`src/sfhp_pkg.sv`:
```
package sfhp_pkg;

   // Ethertypes recognized at the link header.
   localparam logic [15:0] ETYPE_VLAN = 16'h8100;
   localparam logic [15:0] ETYPE_QINQ = 16'h88A8;
   localparam logic [15:0] ETYPE_IPV4 = 16'h0800;
   localparam logic [15:0] ETYPE_IPV6 = 16'h86DD;

   // Byte positions where ethertypes end, and network header starts.
   localparam logic [6:0] POS_OUTER_TYPE = 7'd13;
   localparam logic [6:0] POS_INNER_TYPE = 7'd17;
   localparam logic [6:0] POS_THIRD_TYPE = 7'd21;
   localparam logic [6:0] POS_MAX        = 7'd127;
   localparam logic [4:0] OFF_RAW        = 5'd0;
   localparam logic [4:0] OFF_UNTAGGED   = 5'd14;
   localparam logic [4:0] OFF_ONE_TAG    = 5'd18;
   localparam logic [4:0] OFF_TWO_TAGS   = 5'd22;

   // Offsets of address words inside the network header.
   localparam logic [6:0] REL_V4_SRC_END = 7'd15;
   localparam logic [6:0] REL_V4_DST_END = 7'd19;
   localparam logic [6:0] REL_V6_SRC_LO  = 7'd8;
   localparam logic [6:0] REL_V6_SRC_HI  = 7'd23;
   localparam logic [6:0] REL_V6_DST_LO  = 7'd24;
   localparam logic [6:0] REL_V6_DST_HI  = 7'd39;

   // Queue between front and back.
   localparam int QUEUE_DEPTH = 4;
   localparam int QUEUE_AW    = $clog2(QUEUE_DEPTH);
   localparam int QUEUE_CW    = $clog2(QUEUE_DEPTH + 1);

   typedef enum logic [1:0] {
      KIND_NONE  = 2'd0,
      KIND_V4    = 2'd1,
      KIND_V6    = 2'd2,
      KIND_OTHER = 2'd3
   } kind_type;

   // One classified byte, handed from the front to the back.
   typedef struct packed {
      logic [7:0] data_byte;
      logic       first_byte;
      logic       last_byte;
      kind_type   fr_kind;
      logic       fr_active;
      logic [6:0] fr_rel;
      kind_type   raw_kind;
      logic       raw_sel;
      logic [6:0] pos;
   } entry_type;

   typedef struct packed {
      logic [31:0] src;
      logic [31:0] dst;
   } acc_pair_type;

   function automatic kind_type kind_of(logic [15:0] ethertype);
      kind_type k;
      if (ethertype == ETYPE_IPV4) begin
         k = KIND_V4;
      end else if (ethertype == ETYPE_IPV6) begin
         k = KIND_V6;
      end else begin
         k = KIND_OTHER;
      end
      return k;
   endfunction

   function automatic logic is_tag(logic [15:0] ethertype);
      return (ethertype == ETYPE_VLAN) || (ethertype == ETYPE_QINQ);
   endfunction

   // Folds the word that ends at this byte into the address accumulators.
   function automatic acc_pair_type gather(kind_type kind, logic [6:0] rel,
                                           acc_pair_type acc, logic [31:0] w);
      acc_pair_type r;
      r = acc;
      if (kind == KIND_V4) begin
         if (rel == REL_V4_SRC_END) begin
            r.src = w;
         end else if (rel == REL_V4_DST_END) begin
            r.dst = w;
         end
      end else if (kind == KIND_V6 && rel[1:0] == 2'b11) begin
         if (rel >= REL_V6_SRC_LO && rel <= REL_V6_SRC_HI) begin
            r.src = acc.src ^ w;
         end else if (rel >= REL_V6_DST_LO && rel <= REL_V6_DST_HI) begin
            r.dst = acc.dst ^ w;
         end
      end
      return r;
   endfunction

   // Final hash of one view; incomplete addresses are dropped.
   function automatic logic [31:0] finish(kind_type kind, logic [6:0] rel_last,
                                          acc_pair_type acc);
      logic [31:0] s;
      logic [31:0] d;
      logic [31:0] h;
      s = '0;
      d = '0;
      h = '0;
      if (kind == KIND_V4) begin
         if (rel_last >= REL_V4_DST_END) begin
            h = acc.src + acc.dst;
         end
      end else if (kind == KIND_V6) begin
         if (rel_last >= REL_V6_SRC_HI) begin
            s = acc.src;
         end
         if (rel_last >= REL_V6_DST_HI) begin
            d = acc.dst;
         end
         h = s + d;
      end
      return h;
   endfunction

endpackage

```
`src/sfhp_req_if.sv`:
```
interface sfhp_req_if;
   logic        valid;
   logic        ready;
   logic [7:0]  data_byte;
   logic        first_byte;
   logic        last_byte;
   logic [15:0] link_protocol;

   modport source (output valid, data_byte, first_byte, last_byte, link_protocol,
                   input ready);
   modport sink (input valid, data_byte, first_byte, last_byte, link_protocol,
                 output ready);
endinterface

```
`src/sfhp_rsp_if.sv`:
```
interface sfhp_rsp_if;
   logic        valid;
   logic        ready;
   logic [31:0] flow_hash;

   modport source (output valid, flow_hash, input ready);
   modport sink (input valid, flow_hash, output ready);
endinterface

```
`src/sfhp_front.sv`:
```
module sfhp_front
   import sfhp_pkg::*;
(
   input  logic            clock,
   input  logic            reset,
   sfhp_req_if.sink        req_chan,
   input  logic            queue_full,
   output logic            push_valid,
   output entry_type       push_entry
);

   logic [6:0]  pos_ff, pos_in;
   logic [15:0] type_ff, type_in;
   kind_type    kind_ff, kind_in;
   logic [4:0]  off_ff, off_in;
   logic [15:0] proto_ff, proto_in;

   logic [6:0]  p;
   logic [15:0] tw;
   kind_type    k;
   logic [4:0]  off;
   kind_type    nk;
   logic [4:0]  noff;
   logic [6:0]  off_ext;

   assign req_chan.ready = !queue_full;
   assign push_valid     = req_chan.valid && !queue_full;

   // Classify the current byte against the frame state.
   always_comb begin
      p        = req_chan.first_byte ? 7'd0 : pos_ff;
      tw       = {(req_chan.first_byte ? 8'd0 : type_ff[7:0]), req_chan.data_byte};
      k        = req_chan.first_byte ? KIND_NONE : kind_ff;
      off      = req_chan.first_byte ? OFF_RAW : off_ff;
      proto_in = req_chan.first_byte ? req_chan.link_protocol : proto_ff;
      nk       = k;
      noff     = off;

      // Ethertype decisions at the end of each candidate type field.
      if (k == KIND_NONE) begin
         if (p == POS_OUTER_TYPE && off == OFF_RAW) begin
            if (is_tag(tw)) begin
               noff = OFF_ONE_TAG;
            end else begin
               nk   = kind_of(tw);
               noff = (nk == KIND_OTHER) ? OFF_RAW : OFF_UNTAGGED;
            end
         end else if (p == POS_INNER_TYPE && off == OFF_ONE_TAG) begin
            if (is_tag(tw)) begin
               noff = OFF_TWO_TAGS;
            end else begin
               nk = kind_of(tw);
            end
         end else if (p == POS_THIRD_TYPE && off == OFF_TWO_TAGS) begin
            nk = kind_of(tw);
         end
      end

      off_ext               = {2'b00, noff};
      push_entry.data_byte  = req_chan.data_byte;
      push_entry.first_byte = req_chan.first_byte;
      push_entry.last_byte  = req_chan.last_byte;
      push_entry.fr_kind    = nk;
      push_entry.fr_active  = (nk == KIND_V4 || nk == KIND_V6) && (p >= off_ext);
      push_entry.fr_rel     = p - off_ext;
      push_entry.raw_kind   = kind_of(proto_in);
      push_entry.raw_sel    = (nk == KIND_OTHER) && (noff == OFF_RAW);
      push_entry.pos        = p;

      // Frame state after this byte.
      if (req_chan.last_byte) begin
         pos_in  = '0;
         type_in = '0;
         kind_in = KIND_NONE;
         off_in  = OFF_RAW;
      end else begin
         pos_in  = (p == POS_MAX) ? p : p + 7'd1;
         type_in = tw;
         kind_in = nk;
         off_in  = noff;
      end
   end

   always_ff @(posedge clock) begin
      if (reset) begin
         pos_ff   <= '0;
         type_ff  <= '0;
         kind_ff  <= KIND_NONE;
         off_ff   <= OFF_RAW;
         proto_ff <= '0;
      end else if (push_valid) begin
         pos_ff   <= pos_in;
         type_ff  <= type_in;
         kind_ff  <= kind_in;
         off_ff   <= off_in;
         proto_ff <= proto_in;
      end
   end

endmodule

```
`src/sfhp_queue.sv`:
```
module sfhp_queue
   import sfhp_pkg::*;
(
   input  logic       clock,
   input  logic       reset,
   input  logic       push_valid,
   input  entry_type  push_entry,
   output logic       full,
   input  logic       pop,
   output logic       head_valid,
   output entry_type  head_entry
);

   entry_type             slot_ff [QUEUE_DEPTH];
   logic [QUEUE_AW-1:0]   wr_ff, wr_in;
   logic [QUEUE_AW-1:0]   rd_ff, rd_in;
   logic [QUEUE_CW-1:0]   count_ff, count_in;
   logic                  do_pop;

   assign full       = (count_ff == QUEUE_CW'(QUEUE_DEPTH));
   assign head_valid = (count_ff != '0);
   assign head_entry = slot_ff[rd_ff];
   assign do_pop     = pop && head_valid;

   // Pointer and fill count update.
   always_comb begin
      wr_in    = push_valid ? wr_ff + 1'b1 : wr_ff;
      rd_in    = do_pop ? rd_ff + 1'b1 : rd_ff;
      count_in = count_ff;
      if (push_valid && !do_pop) begin
         count_in = count_ff + 1'b1;
      end else if (!push_valid && do_pop) begin
         count_in = count_ff - 1'b1;
      end
   end

   always_ff @(posedge clock) begin
      if (reset) begin
         wr_ff    <= '0;
         rd_ff    <= '0;
         count_ff <= '0;
      end else begin
         wr_ff    <= wr_in;
         rd_ff    <= rd_in;
         count_ff <= count_in;
      end
   end

   // Payload storage.
   always_ff @(posedge clock) begin
      if (push_valid) begin
         slot_ff[wr_ff] <= push_entry;
      end
   end

endmodule

```
`src/sfhp_back.sv`:
```
module sfhp_back
   import sfhp_pkg::*;
(
   input  logic       clock,
   input  logic       reset,
   input  logic       head_valid,
   input  entry_type  head_entry,
   output logic       pop,
   sfhp_rsp_if.source rsp_chan
);

   logic [31:0]  word_ff, word_in;
   acc_pair_type frm_ff, frm_in;
   acc_pair_type raw_ff, raw_in;
   logic         rsp_valid_ff, rsp_valid_in;
   logic [31:0]  hash_ff, hash_in;

   logic         out_free;
   logic [31:0]  base_word;
   acc_pair_type base_frm;
   acc_pair_type base_raw;
   logic [31:0]  w;
   acc_pair_type frm_new;
   acc_pair_type raw_new;
   logic [31:0]  hash;

   assign rsp_chan.valid     = rsp_valid_ff;
   assign rsp_chan.flow_hash = hash_ff;

   always_comb begin
      out_free = !rsp_valid_ff || rsp_chan.ready;
      pop      = head_valid && (!head_entry.last_byte || out_free);

      // A first byte starts from a cleared frame.
      base_word = head_entry.first_byte ? 32'd0 : word_ff;
      base_frm  = head_entry.first_byte ? '0 : frm_ff;
      base_raw  = head_entry.first_byte ? '0 : raw_ff;
      w         = {base_word[23:0], head_entry.data_byte};

      // Framed view and raw layer-3 view accumulate side by side.
      frm_new = head_entry.fr_active
              ? gather(head_entry.fr_kind, head_entry.fr_rel, base_frm, w) : base_frm;
      raw_new = gather(head_entry.raw_kind, head_entry.pos, base_raw, w);

      if (head_entry.fr_active) begin
         hash = finish(head_entry.fr_kind, head_entry.fr_rel, frm_new);
      end else if (head_entry.raw_sel) begin
         hash = finish(head_entry.raw_kind, head_entry.pos, raw_new);
      end else begin
         hash = '0;
      end

      word_in = word_ff;
      frm_in  = frm_ff;
      raw_in  = raw_ff;
      if (pop) begin
         if (head_entry.last_byte) begin
            word_in = '0;
            frm_in  = '0;
            raw_in  = '0;
         end else begin
            word_in = w;
            frm_in  = frm_new;
            raw_in  = raw_new;
         end
      end

      // Output register takes a new hash once the old one is gone.
      rsp_valid_in = rsp_valid_ff;
      hash_in      = hash_ff;
      if (out_free) begin
         rsp_valid_in = pop && head_entry.last_byte;
         hash_in      = hash;
      end
   end

   always_ff @(posedge clock) begin
      if (reset) begin
         word_ff      <= '0;
         frm_ff       <= '0;
         raw_ff       <= '0;
         rsp_valid_ff <= 1'b0;
      end else begin
         word_ff      <= word_in;
         frm_ff       <= frm_in;
         raw_ff       <= raw_in;
         rsp_valid_ff <= rsp_valid_in;
      end
   end

   always_ff @(posedge clock) begin
      hash_ff <= hash_in;
   end

endmodule

```
`src/symmetric_flow_hash_parser.sv`:
```
// Symmetric flow hash parser.
//
// The req_chan channel carries one frame byte per request, with first and
// last markers and the link protocol that is sampled with the first byte.
// The rsp_chan channel carries one 32-bit flow hash per frame, issued for
// the request that holds the last byte; no other request gives a response.
//
// A request is taken in every cycle while the four-entry queue between the
// classifier and the hash unit has room, so the sustained rate is one byte
// per clock. The hash for a frame is loaded into the response register
// when its last byte leaves the queue, after any bytes queued ahead of it,
// and is offered on rsp_chan from that register.
//
// Reset is synchronous and active high. It empties the queue, drops any
// pending response and returns the frame state, including the sampled
// link protocol, to zero. When the receiver stalls, the response register
// holds its hash; bytes keep flowing until a last byte reaches the hash
// unit, then the queue fills and req_chan.ready falls.
module symmetric_flow_hash_parser
   import sfhp_pkg::*;
(
   input  logic       clock,
   input  logic       reset,
   sfhp_req_if.sink   req_chan,
   sfhp_rsp_if.source rsp_chan
);

   logic      push_valid;
   entry_type push_entry;
   logic      queue_full;
   logic      pop;
   logic      head_valid;
   entry_type head_entry;

   sfhp_front u_front (
      .clock      (clock),
      .reset      (reset),
      .req_chan   (req_chan),
      .queue_full (queue_full),
      .push_valid (push_valid),
      .push_entry (push_entry)
   );

   sfhp_queue u_queue (
      .clock      (clock),
      .reset      (reset),
      .push_valid (push_valid),
      .push_entry (push_entry),
      .full       (queue_full),
      .pop        (pop),
      .head_valid (head_valid),
      .head_entry (head_entry)
   );

   sfhp_back u_back (
      .clock      (clock),
      .reset      (reset),
      .head_valid (head_valid),
      .head_entry (head_entry),
      .pop        (pop),
      .rsp_chan   (rsp_chan)
   );

endmodule

```
`src/flat_wrapper.sv`:
```
// flat-port wrapper written by rule: the top's interface ports become plain ports
module symmetric_flow_hash_parser_flat import sfhp_pkg::*;
  (clock, reset, req_chan_valid, req_chan_data_byte, req_chan_first_byte, req_chan_last_byte, req_chan_link_protocol, req_chan_ready, rsp_chan_valid, rsp_chan_flow_hash, rsp_chan_ready);
  sfhp_req_if req_chan_i ();
  sfhp_rsp_if rsp_chan_i ();
  input  logic clock;
  input  logic reset;
  input wire logic [$bits(req_chan_i.valid)-1:0] req_chan_valid;
  input wire logic [$bits(req_chan_i.data_byte)-1:0] req_chan_data_byte;
  input wire logic [$bits(req_chan_i.first_byte)-1:0] req_chan_first_byte;
  input wire logic [$bits(req_chan_i.last_byte)-1:0] req_chan_last_byte;
  input wire logic [$bits(req_chan_i.link_protocol)-1:0] req_chan_link_protocol;
  output wire logic [$bits(req_chan_i.ready)-1:0] req_chan_ready;
  output wire logic [$bits(rsp_chan_i.valid)-1:0] rsp_chan_valid;
  output wire logic [$bits(rsp_chan_i.flow_hash)-1:0] rsp_chan_flow_hash;
  input wire logic [$bits(rsp_chan_i.ready)-1:0] rsp_chan_ready;
  assign req_chan_i.valid = req_chan_valid;
  assign req_chan_i.data_byte = req_chan_data_byte;
  assign req_chan_i.first_byte = req_chan_first_byte;
  assign req_chan_i.last_byte = req_chan_last_byte;
  assign req_chan_i.link_protocol = req_chan_link_protocol;
  assign req_chan_ready = req_chan_i.ready;
  assign rsp_chan_valid = rsp_chan_i.valid;
  assign rsp_chan_flow_hash = rsp_chan_i.flow_hash;
  assign rsp_chan_i.ready = rsp_chan_ready;
  symmetric_flow_hash_parser u_core (.clock(clock), .reset(reset), .req_chan(req_chan_i), .rsp_chan(rsp_chan_i));
endmodule
```
`config.mk`:
```
export PLATFORM = sky130hd
export DESIGN_NAME = symmetric_flow_hash_parser_flat
export DESIGN_NICKNAME = d
export VERILOG_FILES = /design/src/sfhp_pkg.sv /design/src/sfhp_req_if.sv /design/src/sfhp_rsp_if.sv /design/src/sfhp_front.sv /design/src/sfhp_queue.sv /design/src/sfhp_back.sv /design/src/symmetric_flow_hash_parser.sv /design/src/flat_wrapper.sv
export SDC_FILE = /design/constraint.sdc
export NUM_CORES = 1
export LEC_CHECK = 0
export BUFFER_PORTS_ARGS = -buffer_cell sky130_fd_sc_hd__clkbuf_2
export CAP_MARGIN = 0
export CORE_ASPECT_RATIO = 1.75
export CORE_MARGIN = 2
export CORE_UTILIZATION = 50
export CTS_CLUSTER_SIZE = 28
export DETAILED_ROUTE_END_ITERATION = 7
export PLACE_DENSITY = 0.66
export SYNTH_ARGS = -nofsm -noshare
export SYNTH_HDL_FRONTEND = slang
export SYNTH_SLANG_ARGS = --single-unit
```
`constraint.sdc`:
```
create_clock -name clock -period 6.55 [get_ports clock]
set_input_delay 0.3275 -clock clock [delete_from_list [all_inputs] [get_ports clock]]
set_output_delay 0.3275 -clock clock [all_outputs]
set_load 0.05 [all_outputs]
```
* After elaboration in Yosys (flattened, before gate mapping)
Memory sizes are Yosys's and may differ from the RTL's. A register that Yosys moved wholly into a read port is not among the register bits.
Index checks and enable logic that the tools add are counted.
** Operators by class
- Add/subtract/negate cells :: 10
- $lt $le $gt $ge :: 15
- Eq/ne operators :: 27
- Muxes and demuxes :: 84
- Bitwise operators :: 4
- Reductions and logical operators :: 31
** Operator list (count)
- $mux W32 :: 38
- $mux W64 :: 9
- $add A32 B32 Y32 :: 4
- $xor A32 B32 Y32 :: 4
- $eq A16 B16 Y1 const B :: 4
- $mux W24 :: 2
- $ge A7 B5 Y1 const B :: 6
- $mux W5 :: 7
- $eq A16 B12 Y1 const B :: 2
- $mux W2 :: 15
- $eq A7 B5 Y1 const B :: 4
- $eq A7 B4 Y1 const B :: 3
- $mux W7 :: 3
- $logic_and A1 B1 Y1 :: 17
- $mux W16 :: 1
- $mux W8 :: 2
- $eq A2 B2 Y1 const B :: 7
- $ge A7 B4 Y1 const B :: 2
- $ge A7 B6 Y1 const B :: 2
- $le A7 B5 Y1 const B :: 2
- $le A7 B6 Y1 const B :: 2
- $eq A5 B5 Y1 const B :: 2
- $logic_not A5 Y1 :: 2
- $add A7 B1 Y7 const B :: 1
- other kinds (16) :: 30
** Storage, ports and cells
- Register bits after elaboration :: 230
- RAM bits :: 120
- Bits of input ports :: 30
- Output and inout port bits :: 34
- Logic and storage cells :: 187
- Memories kept :: 1
** Memory list
- u_core.u_queue.slot_ff :: words 4, width 30, rd ports 1, clocked after memory_dff 1, write ports 1, RTL line sfhp_queue.sv:14 : entry_type slot_ff [QUEUE_DEPTH];

* Logic depth before layout (Yosys ltp)
- Word-level depth :: 16
- Mapped depth :: 25
- Mapped depth without buffers :: 21

* Cells and area by module
From an unflattened synthesis, not the netlist that was laid out.
** Unflattened totals
- Cells, all modules :: 2960
- Area total of the unflattened synthesis :: 24902.6 um2
** By module, submodules not included
- sfhp_back :: instances 1, cells an instance 2449, area an instance 17754.5 um2, seq. area each 4023.9 um2
- sfhp_queue :: instances 1, cells an instance 200, area an instance 4780.8 um2, seq. area each 3783.6 um2
- sfhp_front :: instances 1, cells an instance 311, area an instance 2367.3 um2, seq. area each 760.7 um2

* Worst setup path before layout
OpenSTA, ideal clock, no wires.
- Path type :: flip-flop to flip-flop
- Start point :: reg (tool-made name)
- End point :: reg u_core.u_back.hash_ff[28] (netlist: u_core.u_back.rsp_chan.flow_hash[28]), data pin
- Data arrival time :: 5.476 ns
- Required time :: 6.279 ns
- Slack :: 0.804 ns
- Stages on the path, launching flop included :: 24
- Period minus slack after synthesis :: 5.746 ns
- Cells stage by stage :: dfxtp_1 -> buf_2 -> buf_1 -> mux2_2 -> o21ai_0 -> clkbuf_1 -> buf_2 -> clkbuf_1 -> a22oi_1 -> a311oi_1 -> nor2b_1 -> ha_1 -> inv_1 -> fa_1 -> nor2b_1 -> o31ai_1 -> a22o_1 -> o21ai_0 -> a41oi_1 -> o21ai_0 -> a21oi_1 -> o2111ai_1 -> o31a_1 -> o211ai_1
** RTL lines
- to (signal assigned) :: RTL line sfhp_back.sv:92 : hash_ff <= hash_in;
- to (decl) :: RTL line sfhp_back.sv:16 : logic [31:0] hash_ff, hash_in;

==> results <==
- The flow ran to the end, and the final reports show no timing, DRC or antenna violations.
- The required time of the critical path is 6840 ps.
- Subtracting the final worst setup slack from the clock period gives 6260 ps.
- From bottom edge to top edge, the die measures 293 um.
- For this configuration, the core starts out at a cell density of 50.4%.
- The global-route wire length before repair is 130000 um.
- The number of port buffers is 63.
- In the routed design, unresolved DRC markers number 0.
- The cell with the biggest individual delay on the critical path is sky130_fd_sc_hd__mux4_2.
- The clock slew at the register clock pins of the worst setup and hold paths is 70 ps.
- In this run the horizontal extent of the chip is 169 um.
- The detailed router finished its first iteration with 1709 violations.
- The worst slew margin relative to its limit is between 20% and 30%.
- The critical path data arrival time is 6550 ps.
- The final net count is 2926.
- The die footprint is 49700 um2.
- The H-tree was split into 2 levels.
- The initialized floorplan defines 106 standard-cell rows.
- The total leakage power is 10.4 nW.
- The TritonCTS clock tree is built.
- The per-cell via count in the routed design is 6.71.
- The largest net degree at the start of global routing is about 120.
- In this run the most critical hold path is launched from req_chan_link_protocol[15].
- The synthesized netlist contains 85 unique library cells.
- The signal on the critical path passes through mux4_2, nor2b_1, nor2_1, nor3_2, inv_1, nand2_1, buf_4, a21oi_1, nor4_1, ha_1, a21o_1, a21o_1, a21oi_1, o21ai_0, a21oi_1, or3b_2, o221ai_1, xnor3_1, a22oi_1, o211ai_2.
- The path category of the worst min-delay check is in2reg.
- The largest fanout on the critical path is 14.
- The count of clock tree sinks is 352.
- After clock tree synthesis, the setup repair step added 0 buffers.
- Before antenna repair, the detailed router went through 8 iterations.
- The number of I/O pins is 64.
- Global routing used 34.7% of the available tracks across all layers.
- The dominant register cell in the synthesized netlist is sky130_fd_sc_hd__dfxtp_1.
- In this run the cell area of the synthesized design comes to 23900 um2.
- The period utilization is 95.5%.
- In this run, synthesis inferred 152 flip-flops with an integrated enable.
- Setup repair after global routing left no endpoint under its margin.
- The net count after synthesis is 2938.
- The number of routed nets with antenna violations is 0.
- The clock buffer count from CTS is 37.
- The slew at the pin closest to its max-slew limit is 1190 ps.
- The library cell appearing most often on the critical path is sky130_fd_sc_hd__a21oi_1.
- The depth of the worst register-to-register path is 20.
- The setup TNS is 0 ps.
- The worst setup path category is reg2reg.
- The worst setup path is captured at a register.
- Global routing finished with a remaining overflow of 0.
- The latest clock arrival within the worst-skew pair is 560 ps.
- Leaving out filler cells and counting taps, the final layout contains approximately 3.4k.
- The number of global-route vias before repair is 22.5k.
- Setup violations remaining at the end of the flow were counted as 0.
- In this run the critical register-to-register path is captured at u_core.u_back.rsp_chan.flow_hash[31]$_DFFE_PP_.
- The max-cap violation count is 0.
- The proportion of layout cells with a drive suffix above 1 is 9.42%.
- The total power density per cell area is around 290 nW/um2.
- The routed design has 87500 um of wire.
- The maximum buffer depth of the clock tree is 3.
- The area growth from synthesis to layout is 9.50%.
- For this run, the slowest stage of the critical path takes 630 ps.
- The initial antenna violation count was 0.
- The root cell of the clock tree is sky130_fd_sc_hd__clkbuf_16.
- The number of instances on the worst hold path is 3.
- The number of pins exceeding their max-slew limit in the final report is 0.
- The achievable frequency is 160 MHz.
- The worst setup path is launched from a register.
- The highest ir drop seen on vdd is approximately 0.26 mV.
- The share of the Yosys chip area taken by registers is 35.8%.
- The final hold violation count is 0.
- The setup clock skew after layout is between 10 and 15 ps.
- The path with the worst hold slack has its endpoint at u_core.u_front.proto_ff[15]$_SDFFE_PP0P_.
- The average instance area after synthesis is between 8 and 9 um2.
- The average routed wire per standard cell is 25.9 um.
- The core region is 47500 um2.
- After detailed placement, the design holds a cell count of 3303.
- In the synthesized netlist the async set-or-reset flop fraction comes to 0%.
- Counting every instance in the synthesized netlist gives 2765.
- The detailed placement HPWL is 63500 um.
- Counting flops and latches in the post-synthesis netlist gives 352.
- The number of warnings reported in the yosys synthesis log is 0.
- The routed layout has 22.6k vias.
- The worst register-to-register path has a setup slack of 290 ps.
- The routability congestion estimate from global placement is 1.02.
-- cell usage after synthesis, drive strengths merged (9+ instances only) --
| cell type | number | share of area (%) |
|---|---|---|
| nor2 | 322 | 5.1 |
| a21oi | 236 | 4.9 |
| a22oi | 213 | 6.7 |
| dfxtp | 200 | 17 |
| o21ai | 167 | 3.5 |
| clkbuf | 163 | 2.6 |
| edfxtp | 152 | 19 |
| nand2 | 146 | 2.3 |
| ha | 137 | 7.2 |
| nand3 | 91 | 1.9 |
| nor2b | 90 | 2.4 |
| a21o | 86 | 2.7 |
| nor3 | 83 | 1.7 |
| xnor2 | 75 | 2.8 |
| inv | 51 | 0.80 |
| xor2 | 39 | 1.4 |
| a311oi | 37 | 1.5 |
| o211ai | 36 | 1.2 |
| nor4 | 34 | 0.89 |
| a31oi | 33 | 0.86 |
| mux4 | 28 | 2.6 |
| buf | 26 | 0.58 |
| o22ai | 22 | 0.58 |
| nand2b | 21 | 0.55 |
| o21a | 21 | 0.66 |
| nand4 | 20 | 0.52 |
| and3 | 18 | 0.47 |
| and2 | 17 | 0.44 |
| nand3b | 16 | 0.50 |
| o21bai | 16 | 0.50 |
| a32oi | 12 | 0.44 |
| a211oi | 11 | 0.35 |
| mux2i | 9 | 0.38 |
-- cell usage in the layout (no fill, tap or decap), types with 90 or more instances in the layout --
| cell type | synthesis | layout |
|---|---|---|
| sky130_fd_sc_hd__nor2_1 | 321 | 319 |
| sky130_fd_sc_hd__nand2_1 | 146 | 146 |
| sky130_fd_sc_hd__a22oi_1 | 213 | 212 |
| sky130_fd_sc_hd__nor2b_1 | 90 | 90 |
| sky130_fd_sc_hd__ha_1 | 137 | 137 |
| sky130_fd_sc_hd__a21oi_1 | 236 | 235 |
| sky130_fd_sc_hd__o21ai_0 | 167 | 164 |
| sky130_fd_sc_hd__dfxtp_1 | 200 | 199 |
| sky130_fd_sc_hd__edfxtp_1 | 152 | 152 |
| sky130_fd_sc_hd__nand3_1 | 91 | 91 |
-- critical path: cells and delay by family, from the launching register on --
kind | cells | cell delay, ps
AND/OR/NAND/NOR | 6 | 2170
AO/OA/AOI/OAI | 9 | 1610
multiplexers | 1 | 630
flip-flops | 1 | 510
buffers and inverters | 2 | 420
adder cells (fa/ha/maj) | 1 | 370
XOR/XNOR | 1 | 270
-- what timing repair did --
| action | in CTS | in global routing |
|---|---|---|
| gates resized for setup | 0 | 5 |
| setup endpoints to repair | 0 | 10 |
| hold buffers | 5 | 0 |
| endpoints found under the hold margin | 5 | 0 |
-- flip-flops by register name, summed over array words and instances, names as in the netlist, 3 cells and up, named ones only --
signal	count
u_core.u_queue.slot_ff	120
u_core.u_back.frm_ff	64
u_core.u_back.raw_ff	64
u_core.u_back.rsp_chan.flow_hash	32
u_core.u_back.word_ff	24
u_core.u_front.proto_ff	16
u_core.u_front.type_ff	8
u_core.u_front.pos_ff	7
u_core.u_front.off_ff	5
u_core.u_queue.count_ff	3
-- where the power goes --
group / switching [W] / leakage (nW) / internal [W]
clock: 0.000984 / 0.636 / 0.00130
combinational: 0.00201 / 6.65 / 0.000650
sequential: 0.000168 / 3.13 / 0.00245
total: 0.00316 / 10.4 / 0.00440
-- cell families (layout without fill, tap and decap cells) --
| family | count (synthesis) | after routing | share of synthesized area (%) |
|---|---|---|---|
| simple gates | 907 | 907 | 18.3 |
| flops | 352 | 352 | 35.8 |
| xor+xnor | 115 | 115 | 4.30 |
| compound gates | 968 | 968 | 26.8 |
| other cells | 0 | 1 | 0 |
| fa+ha+maj | 143 | 143 | 7.67 |
| mux | 39 | 39 | 3.11 |
| buf+inv | 241 | 258 | 3.96 |
-- cell type report --
cell class / instances / area (um2)
diodes: 1 / 2.50
repair buffers: 138 / 913
inverters: 52 / 195
multi-input cells: 2172 / 14500
fillers: 4354 / 21300
flip-flops and latches: 352 / 8570
clock buffers: 48 / 1040
well taps: 594 / 743
clock inverters: 20 / 250
-- worst max path at each step --
| stage | endpoint | cells after the start | from | slack, ps |
|---|---|---|---|---|
| after floorplan | u_core.u_back.rsp_chan.flow_hash[28]$_DFFE_PP_ | 23 | register | 800 |
| after global placement | u_core.u_back.rsp_chan.flow_hash[22]$_DFFE_PP_ | 23 | register | 170 |
| after detailed placement | u_core.u_back.rsp_chan.flow_hash[22]$_DFFE_PP_ | 19 | register | 80 |
| after CTS | u_core.u_back.rsp_chan.flow_hash[22]$_DFFE_PP_ | 19 | register | 40 |
| after global routing | u_core.u_back.rsp_chan.flow_hash[26]$_DFFE_PP_ | 21 | register | 20 |
| final | u_core.u_back.rsp_chan.flow_hash[31]$_DFFE_PP_ | 20 | register | 290 |
-- stage by stage --
stage                     total power (W)  instance area [um2]  utilization, %  hold WS, ps  setup slack (ps)
after floorplan                   0.00429                23900               -          426               804
after global placement            0.00524                24800            52.3          442               170
after detailed placement          0.00529                24800            52.3          451              82.4
after CTS                         0.00755                26200            55.1       0.0687              42.5
after global routing              0.00783                26200            55.1         27.9              16.7
final                             0.00757                26200            55.1         22.3               294
-- per-layer routing --
layer  routed length, um  vias to the layer above  global-route usage [%]
met5                   0                        -                       0
li1                    -                    10400                       -
met1               28100                    10900                    32.3
met2               44300                      920                    62.7
met3                4320                      396                    4.55
met4               10800                        0                    35.6
No activity file was read; power rests on OpenSTA's default activity.
